$ cat src/rtl/wtg_pkg.sv
// Wavetable tone generator: shared types, constants and the sine level table.
// No dependencies; used by wtg_divider and wavetable_tone_generator.
`default_nettype none

package wtg_pkg;

    // Field and register widths
    localparam int CLOCK_RATE_W  = 27;
    localparam int FREQ_W        = 16;
    localparam int PERIOD_W      = 24;
    localparam int BASE_ENTRIES  = 32;
    localparam int SLOT_W        = 5;
    localparam int RAW_LEVEL_W   = 4;

    // Defaults for the top-level parameters
    localparam int TABLE_DEPTH_DEF = 32;
    localparam int LEVEL_BITS_DEF  = 4;

    localparam logic [CLOCK_RATE_W-1:0] CLOCK_RATE_RESET = 27'd80000000;
    localparam logic [PERIOD_W-1:0]     PERIOD_MAX       = 24'hFFFFFF;

    // Request kinds
    localparam logic OP_TICK = 1'b0;
    localparam logic OP_PLAY = 1'b1;

    // One period of a sine, 32 slots, 4-bit levels
    localparam logic [RAW_LEVEL_W-1:0] SINE_LEVELS [0:BASE_ENTRIES-1] = '{
        4'd8,  4'd9,  4'd11, 4'd12, 4'd13, 4'd14, 4'd14, 4'd15,
        4'd15, 4'd15, 4'd14, 4'd14, 4'd13, 4'd12, 4'd11, 4'd9,
        4'd8,  4'd7,  4'd5,  4'd4,  4'd3,  4'd2,  4'd2,  4'd1,
        4'd1,  4'd1,  4'd2,  4'd2,  4'd3,  4'd4,  4'd5,  4'd7
    };

    // Divider status towards the controller
    typedef struct packed {
        logic busy;
        logic done;
    } t_div_status;

endpackage : wtg_pkg

`default_nettype wire

$ cat src/rtl/wtg_divider.sv
// Restoring divider, one quotient bit per cycle, for the sample period.
// Depends on wtg_pkg (t_div_status; CLOCK_RATE_W and FREQ_W for the parameter defaults).
`default_nettype none

module wtg_divider #(
    parameter int DVD_W = wtg_pkg::CLOCK_RATE_W,
    parameter int DVS_W = wtg_pkg::FREQ_W + 6
) (
    input  wire logic                 i_clk,
    input  wire logic                 i_rst_n,
    input  wire logic                 i_start,
    input  wire logic [DVD_W-1:0]     i_dividend,
    input  wire logic [DVS_W-1:0]     i_divisor,
    output wtg_pkg::t_div_status      o_status,
    output logic      [DVD_W-1:0]     o_quotient
);

    localparam int CNT_W = $clog2(DVD_W);
    localparam logic [CNT_W-1:0] LAST_STEP = CNT_W'(DVD_W - 1);

    typedef enum logic [2:0] {
        S_IDLE = 3'b001,
        S_RUN  = 3'b010,
        S_DONE = 3'b100
    } t_state;

    t_state             r_state, n_state;
    logic [CNT_W-1:0]   r_cnt, n_cnt;
    logic [DVS_W-1:0]   r_rem, n_rem;
    logic [DVS_W-1:0]   r_div, n_div;
    logic [DVD_W-1:0]   r_quo, n_quo;

    logic [DVS_W:0]     rem_sh;
    logic [DVS_W:0]     diff;

    // One trial subtraction per cycle
    always_comb begin
        rem_sh  = {r_rem, r_quo[DVD_W-1]};
        diff    = rem_sh - {1'b0, r_div};
        n_state = r_state;
        n_cnt   = r_cnt;
        n_rem   = r_rem;
        n_div   = r_div;
        n_quo   = r_quo;
        case (r_state)
            S_IDLE: begin
                if (i_start) begin
                    n_state = S_RUN;
                    n_cnt   = '0;
                    n_rem   = '0;
                    n_div   = i_divisor;
                    n_quo   = i_dividend;
                end
            end
            S_RUN: begin
                if (!diff[DVS_W]) begin
                    n_rem = diff[DVS_W-1:0];
                    n_quo = {r_quo[DVD_W-2:0], 1'b1};
                end else begin
                    n_rem = rem_sh[DVS_W-1:0];
                    n_quo = {r_quo[DVD_W-2:0], 1'b0};
                end
                n_cnt = r_cnt + 1'b1;
                if (r_cnt == LAST_STEP) begin
                    n_state = S_DONE;
                end
            end
            S_DONE: begin
                n_state = S_IDLE;
            end
            default: begin
                n_state = S_IDLE;
            end
        endcase
    end

    // Control state
    always_ff @(posedge i_clk) begin
        if (!i_rst_n) begin
            r_state <= S_IDLE;
            r_cnt   <= '0;
        end else begin
            r_state <= n_state;
            r_cnt   <= n_cnt;
        end
    end

    // Datapath
    always_ff @(posedge i_clk) begin
        r_rem <= n_rem;
        r_div <= n_div;
        r_quo <= n_quo;
    end

    assign o_status.busy = (r_state != S_IDLE);
    assign o_status.done = (r_state == S_DONE);
    assign o_quotient    = r_quo;

    // Checks
    a_start_idle: assert property (@(posedge i_clk) disable iff (!i_rst_n)
        i_start |-> (r_state == S_IDLE))
        else $error("divider started while busy");

    a_run_to_done: assert property (@(posedge i_clk) disable iff (!i_rst_n)
        (r_state == S_RUN && r_cnt == LAST_STEP) |=> (r_state == S_DONE))
        else $error("divider missed its last step");

    a_done_once: assert property (@(posedge i_clk) disable iff (!i_rst_n)
        (r_state == S_DONE) |=> (r_state == S_IDLE))
        else $error("divider done held for more than one cycle");

endmodule : wtg_divider

`default_nettype wire

$ cat src/rtl/wavetable_tone_generator.sv
// A tick or a silencing play request gives its registered result in the cycle after acceptance.
// A play request with a nonzero frequency keeps the block busy until the period divider
// is done; the divider resolves one quotient bit per cycle over the 27-bit clock rate.
// One tick per cycle while the divider is idle; ready also follows the output side (one result register).
// Reset (i_rst_n, synchronous, active low): silent, level 0, position 0, clock rate 80000000.
// Holds the countdown timer, wave position and level; uses wtg_divider and wtg_pkg.
`default_nettype none

module wavetable_tone_generator #(
    parameter int TABLE_DEPTH = wtg_pkg::TABLE_DEPTH_DEF,
    parameter int LEVEL_BITS  = wtg_pkg::LEVEL_BITS_DEF
) (
    input  wire logic                              i_clk,
    input  wire logic                              i_rst_n,
    // configuration
    input  wire logic                              i_cfg_we,
    input  wire logic [wtg_pkg::CLOCK_RATE_W-1:0]  i_cfg_data,
    // request channel
    input  wire logic                              i_valid,
    output logic                                   o_ready,
    input  wire logic                              i_operation,
    input  wire logic [wtg_pkg::FREQ_W-1:0]        i_tone_frequency,
    // result channel
    output logic                                   o_valid,
    input  wire logic                              i_ready,
    output logic      [LEVEL_BITS-1:0]             o_dac_level,
    output logic                                   o_sample_strobe,
    output logic                                   o_playing
);

    localparam int PW     = $clog2(TABLE_DEPTH);
    localparam int SPW    = PW + wtg_pkg::SLOT_W;
    localparam int DVS_W  = wtg_pkg::FREQ_W + $clog2(TABLE_DEPTH + 1);
    localparam int DVD_W  = wtg_pkg::CLOCK_RATE_W;
    localparam int PERW   = wtg_pkg::PERIOD_W;
    localparam int LWW    = wtg_pkg::RAW_LEVEL_W + LEVEL_BITS;
    localparam logic [PW-1:0] POS_LAST = PW'(TABLE_DEPTH - 1);

    // Reciprocal of the table depth, exact over every position
    localparam int RCP_K  = SPW + PW;
    localparam int RCP_W  = SPW + 2;
    localparam int PRD_W  = SPW + RCP_W;
    localparam logic [RCP_W-1:0] SLOT_RCP =
        RCP_W'(((longint'(1) << RCP_K) + longint'(TABLE_DEPTH) - 1) / longint'(TABLE_DEPTH));

    // Registers
    logic [DVD_W-1:0]       r_clock_rate;
    logic [PERW-1:0]        r_count, n_count;
    logic [PERW-1:0]        r_period, n_period;
    logic [PW-1:0]          r_pos, n_pos;
    logic                   r_tone_en, n_tone_en;
    logic [LEVEL_BITS-1:0]  r_level, n_level;
    logic                   r_strobe, n_strobe;
    logic                   r_out_valid, n_out_valid;

    // Divider hookup
    wtg_pkg::t_div_status   div_st;
    logic                   div_start;
    logic [DVS_W-1:0]       div_divisor;
    logic [DVD_W-1:0]       div_quo;
    logic [PERW-1:0]        period_sat;

    // Wave lookup
    logic [PRD_W-1:0]       slot_prod;
    logic [SPW-1:0]         slot_full;
    logic [wtg_pkg::SLOT_W-1:0] slot;
    logic [wtg_pkg::RAW_LEVEL_W-1:0] raw_level;
    logic [LWW-1:0]         level_wide;
    logic [LEVEL_BITS-1:0]  next_sample;

    logic                   in_acc;
    logic                   out_acc;

    assign in_acc  = i_valid && o_ready;
    assign out_acc = r_out_valid && i_ready;
    assign o_ready = !div_st.busy && (!r_out_valid || i_ready);

    assign div_divisor = DVS_W'(i_tone_frequency) * DVS_W'(TABLE_DEPTH);

    wtg_divider #(
        .DVD_W (DVD_W),
        .DVS_W (DVS_W)
    ) u_div (
        .i_clk      (i_clk),
        .i_rst_n    (i_rst_n),
        .i_start    (div_start),
        .i_dividend (r_clock_rate),
        .i_divisor  (div_divisor),
        .o_status   (div_st),
        .o_quotient (div_quo)
    );

    // Period clamp: at least one tick, at most the timer range
    always_comb begin
        if (div_quo == '0) begin
            period_sat = PERW'(1);
        end else if (div_quo[DVD_W-1:PERW] != '0) begin
            period_sat = wtg_pkg::PERIOD_MAX;
        end else begin
            period_sat = div_quo[PERW-1:0];
        end
    end

    // Table slot for the current position (scaled by the depth reciprocal), scaled level
    always_comb begin
        slot_prod = PRD_W'({r_pos, {wtg_pkg::SLOT_W{1'b0}}}) * PRD_W'(SLOT_RCP);
        slot_full = SPW'(slot_prod >> RCP_K);
        if (slot_full >= SPW'(wtg_pkg::BASE_ENTRIES)) begin
            slot = wtg_pkg::SLOT_W'(wtg_pkg::BASE_ENTRIES - 1);
        end else begin
            slot = slot_full[wtg_pkg::SLOT_W-1:0];
        end
        raw_level   = wtg_pkg::SINE_LEVELS[slot];
        level_wide  = {raw_level, {LEVEL_BITS{1'b0}}} >> wtg_pkg::RAW_LEVEL_W;
        next_sample = level_wide[LEVEL_BITS-1:0];
    end

    // Request handling
    always_comb begin
        n_count     = r_count;
        n_period    = r_period;
        n_pos       = r_pos;
        n_tone_en   = r_tone_en;
        n_level     = r_level;
        n_strobe    = r_strobe;
        n_out_valid = r_out_valid;
        div_start   = 1'b0;

        if (out_acc) begin
            n_out_valid = 1'b0;
        end

        if (div_st.done) begin
            // new tone: restart the countdown at the new period
            n_period    = period_sat;
            n_count     = period_sat;
            n_tone_en   = 1'b1;
            n_strobe    = 1'b0;
            n_out_valid = 1'b1;
        end else if (in_acc) begin
            case (i_operation)
                wtg_pkg::OP_PLAY: begin
                    if (i_tone_frequency == '0) begin
                        n_level     = '0;
                        n_tone_en   = 1'b0;
                        n_count     = '0;
                        n_strobe    = 1'b1;
                        n_out_valid = 1'b1;
                    end else begin
                        div_start   = 1'b1;
                    end
                end
                wtg_pkg::OP_TICK: begin
                    n_strobe    = 1'b0;
                    n_out_valid = 1'b1;
                    if (r_tone_en) begin
                        if (r_count <= PERW'(1)) begin
                            n_count  = r_period;
                            n_level  = next_sample;
                            n_pos    = (r_pos == POS_LAST) ? '0 : r_pos + 1'b1;
                            n_strobe = 1'b1;
                        end else begin
                            n_count  = r_count - 1'b1;
                        end
                    end
                end
                default: begin
                    n_out_valid = r_out_valid;
                end
            endcase
        end
    end

    // Control and tone state
    always_ff @(posedge i_clk) begin
        if (!i_rst_n) begin
            r_clock_rate <= wtg_pkg::CLOCK_RATE_RESET;
            r_count      <= '0;
            r_period     <= '0;
            r_pos        <= '0;
            r_tone_en    <= 1'b0;
            r_level      <= '0;
            r_strobe     <= 1'b0;
            r_out_valid  <= 1'b0;
        end else begin
            if (i_cfg_we) begin
                r_clock_rate <= i_cfg_data;
            end
            r_count     <= n_count;
            r_period    <= n_period;
            r_pos       <= n_pos;
            r_tone_en   <= n_tone_en;
            r_level     <= n_level;
            r_strobe    <= n_strobe;
            r_out_valid <= n_out_valid;
        end
    end

    // The level and tone flag come straight from their registers; a new tone shows once the division is done
    assign o_valid         = r_out_valid;
    assign o_dac_level     = r_level;
    assign o_sample_strobe = r_strobe;
    assign o_playing       = r_tone_en;

    // Checks
    a_period_set: assert property (@(posedge i_clk) disable iff (!i_rst_n)
        r_tone_en |-> (r_period != '0))
        else $error("tone enabled with a zero period");

    a_silence_level: assert property (@(posedge i_clk) disable iff (!i_rst_n)
        (o_valid && o_sample_strobe && !o_playing) |-> (o_dac_level == '0))
        else $error("silencing strobe with a nonzero level");

    a_play_stalls: assert property (@(posedge i_clk) disable iff (!i_rst_n)
        (in_acc && i_operation == wtg_pkg::OP_PLAY && i_tone_frequency != '0)
        |=> !o_ready)
        else $error("accepted a request during the period division");

    a_pos_range: assert property (@(posedge i_clk) disable iff (!i_rst_n)
        r_pos <= POS_LAST)
        else $error("table position out of range");

    a_no_result_overrun: assert property (@(posedge i_clk) disable iff (!i_rst_n)
        div_st.done |-> !r_out_valid)
        else $error("period result would overwrite a pending result");

endmodule : wavetable_tone_generator

`default_nettype wire
$ cat config.mk
export PLATFORM = sky130hd
export DESIGN_NAME = wavetable_tone_generator
export DESIGN_NICKNAME = d
export VERILOG_FILES = /design/src/rtl/wtg_pkg.sv /design/src/rtl/wtg_divider.sv /design/src/rtl/wavetable_tone_generator.sv
export SDC_FILE = /design/constraint.sdc
export NUM_CORES = 1
export LEC_CHECK = 0
export BUFFER_PORTS_ARGS = -buffer_cell sky130_fd_sc_hd__buf_4
export CAP_MARGIN = 30
export CORE_AREA = 3 3 148 121
export DETAILED_ROUTE_END_ITERATION = 8
export DIE_AREA = 0 0 151 124
export PLACE_DENSITY = 0.67
export SKIP_CTS_REPAIR_TIMING = 1
export SLEW_MARGIN = 10
export SYNTH_ARGS = -nofsm -noshare
export SYNTH_HDL_FRONTEND = slang
export SYNTH_SLANG_ARGS = --single-unit
$ cat constraint.sdc
create_clock -name i_clk -period 5.21 [get_ports i_clk]
set_clock_uncertainty 0.1 [all_clocks]
set_input_delay 0.2605 -clock i_clk [delete_from_list [all_inputs] [get_ports i_clk]]
set_output_delay 0.2605 -clock i_clk [all_outputs]
set_load 0.1 [all_outputs]
# --- Word-level counts from Yosys, hierarchy flattened ---
# Memories as Yosys holds them, arrays and structs flattened.
# Index checks and enable logic that the tools add are counted.
# Widths: inputs -> output; s select.
totals:
  n_memories: 1
  mem_bits_ro: 128
  ff_bits: 160
  output_inout_bits: 8
memory_table:
  columns: ["memory", "depth", "width", "rd", "rd_clocked_by_memory_dff", "wr", "line", "source"]
  rows:
  - ["(no name shown)", 32, 4, 1, 0, 0, "wavetable_tone_generator.sv:113", "raw_level = wtg_pkg::SINE_LEVELS[slot];"]
classes:
  n_mux: 44
  n_eq_ne: 13
  n_reduce_logical: 22
  n_lt_le_gt_ge: 3
  n_addsub: 4
  bitwise: 4
ops:
  columns: ["op", "n"]
  rows:
  - ["$mux 24", 7]
  - ["$pmux 27 s2", 1]
  - ["$pmux 24 s2", 1]
  - ["$mux 22", 2]
  - ["$pmux 22 s2", 1]
  - ["$logic_not 27->1", 1]
  - ["$mux 27", 1]
  - ["$le 24x1->1 const B", 1]
  - ["$sub 24x1->24 const B", 1]
  - ["$sub 23x21->23", 1]
  - ["$mux 4", 5]
  - ["$logic_not 16->1", 1]
  - ["$mux 1", 16]
  - ["$mux 5", 3]
  - ["$add 5x1->5 const B", 2]
  - ["$eq 5x5->1 const B", 2]
  - ["$pmux 5 s2", 1]
  - ["$reduce_and 5->1", 2]
  - ["$pmux 4 s2", 1]
  - ["$reduce_and 2->1", 4]
  - ["$reduce_bool 2->1", 4]
  - ["$ge 5x6->1 const B", 1]
  - ["$ge 6x6->1 const B", 1]
  - ["$mux 3", 2]
  - ["17 further kinds", 28]

# --- Depth between registers and ports, before layout ---
# Gate-level depths: netlist of the first run.
logic_depth:
  depth_word: 9
  depth_mapped: 10
  ltp_nobuf: 10

# --- Cells and area by module ---
# Synthesis of the first run repeated with hierarchy kept, for this count alone.
hier_totals:
  cells_unflattened: 1023
  hier_area_um2: 9225.1
by_module_without_submodules:
  columns: ["module", "area_per_inst_um2", "n_inst", "cells_each"]
  rows:
  - ["wtg_divider", 4794.6, 1, 490]
  - ["wavetable_tone_generator", 4430.5, 1, 533]

# --- Least setup slack after synthesis of the first run ---
# No wires, ideal clock.
synth_timing:
  path_type: "register to register"
  start: "register r_out_valid, in the netlist o_valid"
  end: "register u_div.r_cnt[2]"
  path_buffers: 1
  stages_incl_launch_ff: 8
  slack_ns: 1.271
  arrival_ns: 3.724
  path_cell_list: "dfxtp_1 nor2b_1 and3b_1 and3_1 clkbuf_1 nand2b_1 o211ai_1 and3b_1"
synth_between:
  elab_chain_len: 8
synth_lines:
  columns: ["element", "line", "source"]
  rows:
  - ["start, declared", "wavetable_tone_generator.sv:54", "logic r_out_valid, n_out_valid;"]
  - ["start signal, assigned", "wavetable_tone_generator.sv:195", "r_out_valid <= n_out_valid;"]
  - ["$logic_not 1->1", "wavetable_tone_generator.sv:76", "assign o_ready = !div_st.busy && (!r_out_valid || i_ready);"]
  - ["$logic_or 1x1->1", "wavetable_tone_generator.sv:76", null]
  - ["$logic_and 1x1->1", "wavetable_tone_generator.sv:76", null]
  - ["$logic_and 1x1->1", "wavetable_tone_generator.sv:74", "assign in_acc = i_valid && o_ready;"]
  - ["$mux 1", "wavetable_tone_generator.sv:140", "end else if (in_acc) begin"]
  - ["$mux 1", "wavetable_tone_generator.sv:133", "if (div_st.done) begin"]
  - ["$ne 2x2->1 (no line)", null, null]
  - ["$reduce_and 2->1 (no line)", null, null]
  - ["end signal, assigned", "wtg_divider.sv:84", "r_cnt <= n_cnt;"]
  - ["end, declared", "wtg_divider.sv:28", "logic [CNT_W-1:0] r_cnt, n_cnt;"]
# No other way between the ends.
# A chain may end at the register's enable or synchronous reset.

# --- Worst setup path in the final report of the first run ---
layout_timing:
  start: "register u_div.r_div[6]"
  end: "register u_div.r_rem[6] (data pin)"
layout_between:
  elab_chain_len: 3
layout_lines:
  columns: ["element", "line", "source"]
  rows:
  - ["start, declared", "wtg_divider.sv:30", "logic [DVS_W-1:0] r_div, n_div;"]
  - ["start signal, assigned", "wtg_divider.sv:91", "r_div <= n_div;"]
  - ["$sub 23x21->23", "wtg_divider.sv:39", "diff = rem_sh - {1'b0, r_div};"]
  - ["$mux 22", "wtg_divider.sv:56", "if (!diff[DVS_W]) begin"]
  - ["$pmux 22 s2", "wtg_divider.sv:45", "case (r_state)"]
  - ["end signal, assigned", "wtg_divider.sv:90", "r_rem <= n_rem;"]
  - ["end, declared", "wtg_divider.sv:29", "logic [DVS_W-1:0] r_rem, n_rem;"]
# No other way between the ends.

==> results.json, run 1 <==
{
  "layout.core_utilization_pct": 58.77,
  "final_layout_size_suffix_gt1_share_pct": 11.53,
  "violated_checks": "hold timing",
  "power.share.switching_pct": 27.90,
  "post_drt_wl_per_cell_um": 16.10,
  "cts_inserted_buffers": 17,
  "n_antenna_cell": 0,
  "layout.cells.most_common": "sky130_fd_sc_hd__nand2_1",
  "clock_sink_count": 160,
  "non_filler_cells_final": 1200,
  "power.density_nw_per_um2": 335.5,
  "crit_path_max_incr_delay_ps": 550,
  "final-seq-area_um2": 3854,
  "power.leakage_nw": 3.813,
  "place.detailed.hpwl_um": 12790,
  "mappedNetlistArea_um2": 8185,
  "layout-area-overhead-vs-synth_pct": 18.48,
  "netlist-cell-type-count": 61,
  "achievable-frequency_mhz": 311.4,
  "postSynth.asyncResetShare_pct": 0,
  "timing.critical_path.cells": "inv_1 > ha_1 > nor2b_1 > o2111ai_1 > a21oi_1 > a211oi_1 > xnor2_1 > buf_4 > nor2_1 > o21a_1",
  "tightestPinTransition_ps": 847.6,
  "routabilityCongestion": 0.8905,
  "first_global_vias": 5895,
  "final_cell_mix": "173 x sky130_fd_sc_hd__nand2_1, 95 x sky130_fd_sc_hd__dfxtp_1, 72 x sky130_fd_sc_hd__o21ai_0, 66 x sky130_fd_sc_hd__buf_4, 65 x sky130_fd_sc_hd__edfxtp_1",
  "die-height_um": 124,
  "critPathLaunchType": "flip-flop",
  "power.share.clock_pct": 40.9,
  "grt_first_pass_wirelength_um": 30880,
  "synth_enable_flop_cells": 65,
  "post-route-worst-setup-slack_ps": 1999,
  "post-place-ws_ps": 2085,
  "hold_class": "primary input to flip-flop",
  "firstDrtPassIters": 5,
  "io-pin-count": 57,
  "initial_core_util_pct": 49.61,
  "synth_area_per_cell_um2": 9.065,
  "timing.max_cap.violations": 0,
  "die_area_um2": 18720,
  "pwr-share-comb_pct": 15.8,
  "worst_setup_path_end_kind": "flip-flop",
  "number_of_antenna_violations_at_the_first_check_in_global_routing": 0,
  "dominantRegCellSynth": "sky130_fd_sc_hd__dfxtp_1",
  "n_fill_cell": 1455,
  "synth_nets": 980,
  "placementRows": 42,
  "clkLatencyLatePin_ps": 430,
  "worst_path_dominant_cell_family": "compound AO/OA/AOI/OAI gates",
  "avgViaCountPerCell": 5.596,
  "htree_levels": 4,
  "placement.io_buffers": 56,
  "multi_input_comb_area_um2": 4025,
  "drt-total-wl_um": 19320,
  "yosys_warnings": 0,
  "synth_cells": 903,
  "totalPowerFinal_mw": 3.254,
  "fin_area_um2": 9698,
  "worst-endpoint-arrival_ps": 3300,
  "fin_hold_ws_ps": -18.54,
  "status": "complete, but fails checks",
  "antenna_violating_nets_post_route": 0,
  "grt_util_all_layers_pct": 20.85,
  "criticalPathCategory": "flip-flop to flip-flop",
  "drt-initial-drc-count": 543,
  "finalCriticalPeriod_ps": 3211,
  "seqPwrFrac_pct": 43.2,
  "clock_tree_from_tritoncts": "done",
  "detailroute.via_count": 6715,
  "cp_data_required_time_ps": 5300,
  "grt_start_max_net_pins": 98,
  "core_area_um2": 16500,
  "postPlaceCellArea_um2": 8773,
  "clk_pin_slew_worst_paths_ps": 70,
  "cp_slowest_cell": "sky130_fd_sc_hd__xnor2_1",
  "design.final.nets": 1044,
  "power_switching_mw": 0.9079,
  "number_of_flip_flops_and_latches_in_the_synthesized_netlist": 160,
  "report.final.slew_viol_count": 0,
  "cts_root_buf": "sky130_fd_sc_hd__clkbuf_16",
  "cts-root-to-sink-buffers": 2,
  "final_hold_violations": 9,
  "worstPathBufferInverterCount": 2,
  "grt_overflow_total": 0,
  "setup_violations": 0,
  "fin_setup_tns_ps": 0,
  "slew-limit-headroom_pct": 43.49,
  "detail_route.drc_violations": 0,
  "fp.dieW_um": 151,
  "ys_seq_area_share_pct": 47.08,
  "crit_path_max_fanout": 13,
  "ir_worst_vdd_uv": 242.5,
  "internal_power_mw": 2.346,
  "finalCritPeriodShare_pct": 61.63,
  "rsz0062_at_grt": "false",
  "placedCellCount": 1138
}
## kinds of logic after synthesis
kind of cell    after synthesis  share of synthesized area (%)
simple gates                350                          20.93
compound gates              229                          17.44
flops                       160                          47.08
buf+inv                      81                          3.852
mux                          29                          3.546
fa+ha+maj                    28                          4.372
xor+xnor                     26                          2.782
## synth_stat cells (all sizes together), types with 3 or more instances
cell / count / area [um2]
o211ai: 26 / 195.2
o31ai: 6 / 45.04
edfxtp: 65 / 1952
nand4: 10 / 77.57
nand3: 16 / 80.08
and2: 9 / 56.30
clkbuf: 46 / 172.7
and3: 6 / 37.54
dfxtp: 95 / 1902
a31oi: 26 / 162.7
or4: 6 / 52.55
o21ai: 73 / 365.4
o22ai: 3 / 18.77
a21o: 3 / 22.52
or2: 3 / 18.77
nand3b: 3 / 22.52
xor2: 7 / 61.31
xnor2: 19 / 166.4
o41ai: 3 / 26.28
nor2b: 31 / 193.9
a21boi: 27 / 202.7
nor3b: 6 / 45.04
buf: 6 / 33.78
nand2: 173 / 649.4
nand2b: 8 / 50.05
or3: 9 / 61.31
nor2: 36 / 135.1
o21a: 3 / 22.52
inv: 29 / 108.9
nor3: 11 / 60.06
nor4: 18 / 127.6
mux2i: 29 / 290.3
ha: 27 / 337.8
a21oi: 40 / 200.2
a211oi: 4 / 30.03
## power groups by stage
stage	registers, mW	logic [mW]	clock network, mW
floorplan	1.43	0.372	0
global placement	1.43	0.487	0
detailed placement	1.43	0.492	0
CTS	1.41	0.495	1.35
global route	1.41	0.571	1.41
finish	1.41	0.516	1.33
## final timing paths
kind	start	to	slack [ps]	depth (start not counted)
hold / removal	i_cfg_data[1]	r_clock_rate[1]	-20	3
hold reg to reg	o_dac_level[3]	o_dac_level[3]	360	2
setup reg to reg	u_div.r_div[6]	u_div.r_rem[6]	2000	10
setup / recovery	u_div.r_div[6]	u_div.r_rem[6]	2000	10
## tightest hold or removal path, cell delays in order
cell and delay (ps):
sky130_fd_sc_hd__buf_4 70, sky130_fd_sc_hd__mux2i_1 50, sky130_fd_sc_hd__nor2b_1 90
## sequential cells by signal, summed over array words and instances (netlist names)
register,flops
u_div.o_quotient,27
r_clock_rate,27
r_pos,5
u_div.r_cnt,5
u_div.r_rem,22
o_valid,1
u_div.r_state,3
o_dac_level,4
r_count,24
o_sample_strobe,1
u_div.r_div,16
r_period,24
o_playing,1
## per-layer routing
layer / track usage [%] / vias to the layer above / wire length [um]
li1: - / 3375 / -
met1: 33.25 / 3145 / 10040
met2: 27.68 / 170 / 8039
met3: 3.638 / 25 / 903
met4: 7.701 / 0 / 335
met5: 0 / - / 0
## layout make-up
| class | count | area share (%) |
|---|---|---|
| sequential | 160 | 39.74 |
| tap | 220 | 2.838 |
| inverter | 29 | 1.122 |
| multi-input combinational | 662 | 41.50 |
| timing repair buffer | 97 | 8.360 |
| clock inverter | 13 | 1.651 |
| clock buffer | 19 | 4.786 |
Power figures use the tool's default switching activity.
==> run 2: changes to the inputs <==
Settings changed: ABC_AREA from default to 1, CORE_AREA 3 3 148 121 to 3 3 153 125, DIE_AREA 0 0 151 124 to 0 0 156 128, PLACE_DENSITY 0.67 to 0.7.
Clock period 5.21 ns to 2.7 ns, I/O delays scaled along.
==> run 2 against run 1 <==
Net effect:
- the run still ends with hold timing left
- flip-flop and latch count stayed put
- sequential share of layout area is 3.0 points lower
- combinational power is 120% higher
- clock power is 83% higher
- final area is 8.3% higher
- worst hold slack better by 13 ps
- total power is 92% higher
- core utilization is 1.3 points higher
- maximum frequency is 31% higher
- final cell count is 29% higher
- wire length is 14% higher
- synthesized cell count is 35% higher
==> results.json, run 2 <==
{
  "layout.cells.most_common": "sky130_fd_sc_hd__nand2_1",
  "tightestPinTransition_ps": 678.2,
  "synth_nets": 1294,
  "crit_path_max_fanout": 23,
  "timing.critical_path.cells": "ha_1 > nand2_1 > inv_1 > nand3_1 > nor2_1 > nand2_2 > nand2_2 > nand2_1 > nand2_2 > nand2_1 > nand2_1 > nor2_1",
  "post_synth_main_area_contributors": "sky130_fd_sc_hd__edfxtp_1 22%, sky130_fd_sc_hd__dfxtp_1 22%, sky130_fd_sc_hd__nand2_1 12%",
  "netlist-cell-type-count": 37,
  "core_area_um2": 17490,
  "cts-root-to-sink-buffers": 2,
  "final_layout_size_suffix_gt1_share_pct": 11.13,
  "critPathLaunch": "u_div.r_rem[17]",
  "placement.io_buffers": 56,
  "firstDrtPassIters": 5,
  "fin_area_um2": 10500,
  "worst-endpoint-arrival_ps": 2540,
  "final_hold_violations": 2,
  "die_area_um2": 19970,
  "grt_first_pass_wirelength_um": 35160,
  "place.detailed.hpwl_um": 15550,
  "hold_class": "primary input to flip-flop",
  "synth_cells": 1217,
  "synth_area_per_cell_um2": 7.249,
  "critPathMostFrequentCell": "sky130_fd_sc_hd__nand2_1",
  "die-height_um": 128,
  "grt_overflow_total": 0,
  "cts_root_buf": "sky130_fd_sc_hd__clkbuf_16",
  "ys_seq_area_share_pct": 43.68,
  "achievable-frequency_mhz": 407.2,
  "yosys_warnings": 0,
  "power.density_nw_per_um2": 594.5,
  "r2r_start": "u_div.r_rem[17]",
  "htree_levels": 4,
  "cts_inserted_buffers": 17,
  "first_global_vias": 6871,
  "cp_data_required_time_ps": 2790,
  "detail_route.drc_violations": 0,
  "critical_path.endpoint": "u_div.r_rem[15]",
  "dominantRegCellSynth": "sky130_fd_sc_hd__dfxtp_1",
  "totalPowerFinal_mw": 6.243,
  "io-pin-count": 57,
  "mappedNetlistArea_um2": 8822,
  "clock_sink_count": 160,
  "worstRegToRegCells": 12,
  "antenna_violating_nets_post_route": 0,
  "timing.max_cap.violations": 0,
  "post_drt_wl_per_cell_um": 14.19,
  "cp_slowest_cell": "sky130_fd_sc_hd__ha_1",
  "postSynth.asyncResetShare_pct": 0,
  "drt-initial-drc-count": 765,
  "avgViaCountPerCell": 5.136,
  "ff2ff_setup_slack_ps": 240,
  "synth_enable_flop_cells": 65,
  "criticalPathCategory": "flip-flop to flip-flop",
  "grt_start_max_net_pins": 59,
  "status": "complete, but fails checks",
  "clkLatencyLatePin_ps": 440,
  "layout-area-overhead-vs-synth_pct": 19.03,
  "layout.core_utilization_pct": 60.06,
  "critPathLaunchType": "flip-flop",
  "report.final.slew_viol_count": 0,
  "final_cell_mix": "290 x sky130_fd_sc_hd__nand2_1, 180 x sky130_fd_sc_hd__nor2_1, 162 x sky130_fd_sc_hd__inv_1, 95 x sky130_fd_sc_hd__dfxtp_1, 85 x sky130_fd_sc_hd__o21ai_0",
  "clk_pin_slew_worst_paths_ps": 70,
  "post-synth-top-count-cell": "sky130_fd_sc_hd__nand2_1",
  "number_of_flip_flops_and_latches_in_the_synthesized_netlist": 160,
  "n_antenna_cell": 0,
  "fp.dieW_um": 156,
  "finalCriticalPeriod_ps": 2456,
  "fin_setup_tns_ps": 0,
  "routabilityCongestion": 0.9356,
  "finalCritPeriodShare_pct": 90.95,
  "most_common_library_cells_after_synthesis": "291 x sky130_fd_sc_hd__nand2_1, 180 x sky130_fd_sc_hd__nor2_1, 162 x sky130_fd_sc_hd__inv_1",
  "violated_checks": "hold timing",
  "worst_setup_path_end_kind": "flip-flop",
  "grt_util_all_layers_pct": 21.82,
  "placementRows": 43,
  "number_of_antenna_violations_at_the_first_check_in_global_routing": 0,
  "clock_tree_from_tritoncts": "done",
  "drt-total-wl_um": 21940,
  "ir_worst_vdd_uv": 413.3,
  "detailroute.via_count": 7941,
  "slew-limit-headroom_pct": 54.51,
  "synth_top_area_cell": "sky130_fd_sc_hd__edfxtp_1",
  "postPlaceCellArea_um2": 9442,
  "netlist.area_leader.share_pct": 22.12,
  "crit_path_max_incr_delay_ps": 420,
  "fin_hold_ws_ps": -5.997,
  "initial_core_util_pct": 50.45,
  "r2r-end": "u_div.r_rem[15]",
  "power.leakage_nw": 4.912,
  "design.final.nets": 1385,
  "setup_violations": 0
}
## run 2: where the power goes
group | total [mW] | internal (mW) | switching [mW]
Clock | 2.44 | 1.27 | 1.16
Combinational | 1.12 | 0.413 | 0.707
Sequential | 2.69 | 2.62 | 0.0635
Total | 6.24 | 4.31 | 1.93
## run 2: worst max-delay path, delay by kind of cell (launching register included)
family,cells,cell delay [ps]
and+or+nand+nor,10,1190
buffers and inverters,1,90
DFF,1,410
adders and majority gates,1,420
## run 2: stage by stage
step | worst slack [ps] | std cells
6_report | 244.5 | 1546
5_1_grt | -0.5336 | 1546
4_1_cts | 257.7 | 1501
3_5_place_dp | 310.5 | 1469
3_3_place_gp | 347.2 | 1469
2_1_floorplan | 88.16 | 1217
## run 2: how the worst min path moves through the flow
stage | start | end | slack [ps] | cells after the start
after floorplan | i_tone_frequency[5] | u_div.r_div[10] | 130 | 0
final | i_cfg_we | r_clock_rate[13] | -6 | 3
after CTS | i_tone_frequency[4] | u_div.r_div[9] | -240 | 1
after detailed placement | i_tone_frequency[4] | u_div.r_div[9] | 220 | 1
after global routing | i_cfg_we | r_clock_rate[10] | 6 | 3
after global placement | i_tone_frequency[13] | u_div.r_div[18] | 220 | 1
## run 2: final cells by class
class / count / area [um2]
Clock inverter: 14 / 170.2
Fill cell: 1536 / 6984
Clock buffer: 18 / 439.2
Sequential cell: 160 / 3854
Inverter: 165 / 619.3
Tap cell: 225 / 281.5
Multi-Input combinational cell: 847 / 4134
Timing Repair Buffer: 117 / 1003
## run 2: per-layer routing
layer	GRT usage (%)	share of wire, %
met5	0	0
met4	4.725	0.96
met3	3.274	5.1
met2	30.33	41
met1	35.37	53
## run 2: kinds of logic (layout without fill, tap and decap cells)
family | count (synthesis) | after routing | share of synthesized area [%]
xor gates and xnor gates | 16 | 16 | 1.588
AOI/OAI and AO/OA | 201 | 201 | 12.52
adders and majority gates | 28 | 28 | 4.056
DFF | 160 | 160 | 43.68
buffers and inverters | 210 | 314 | 9.658
and+or+nand+nor | 602 | 602 | 28.49
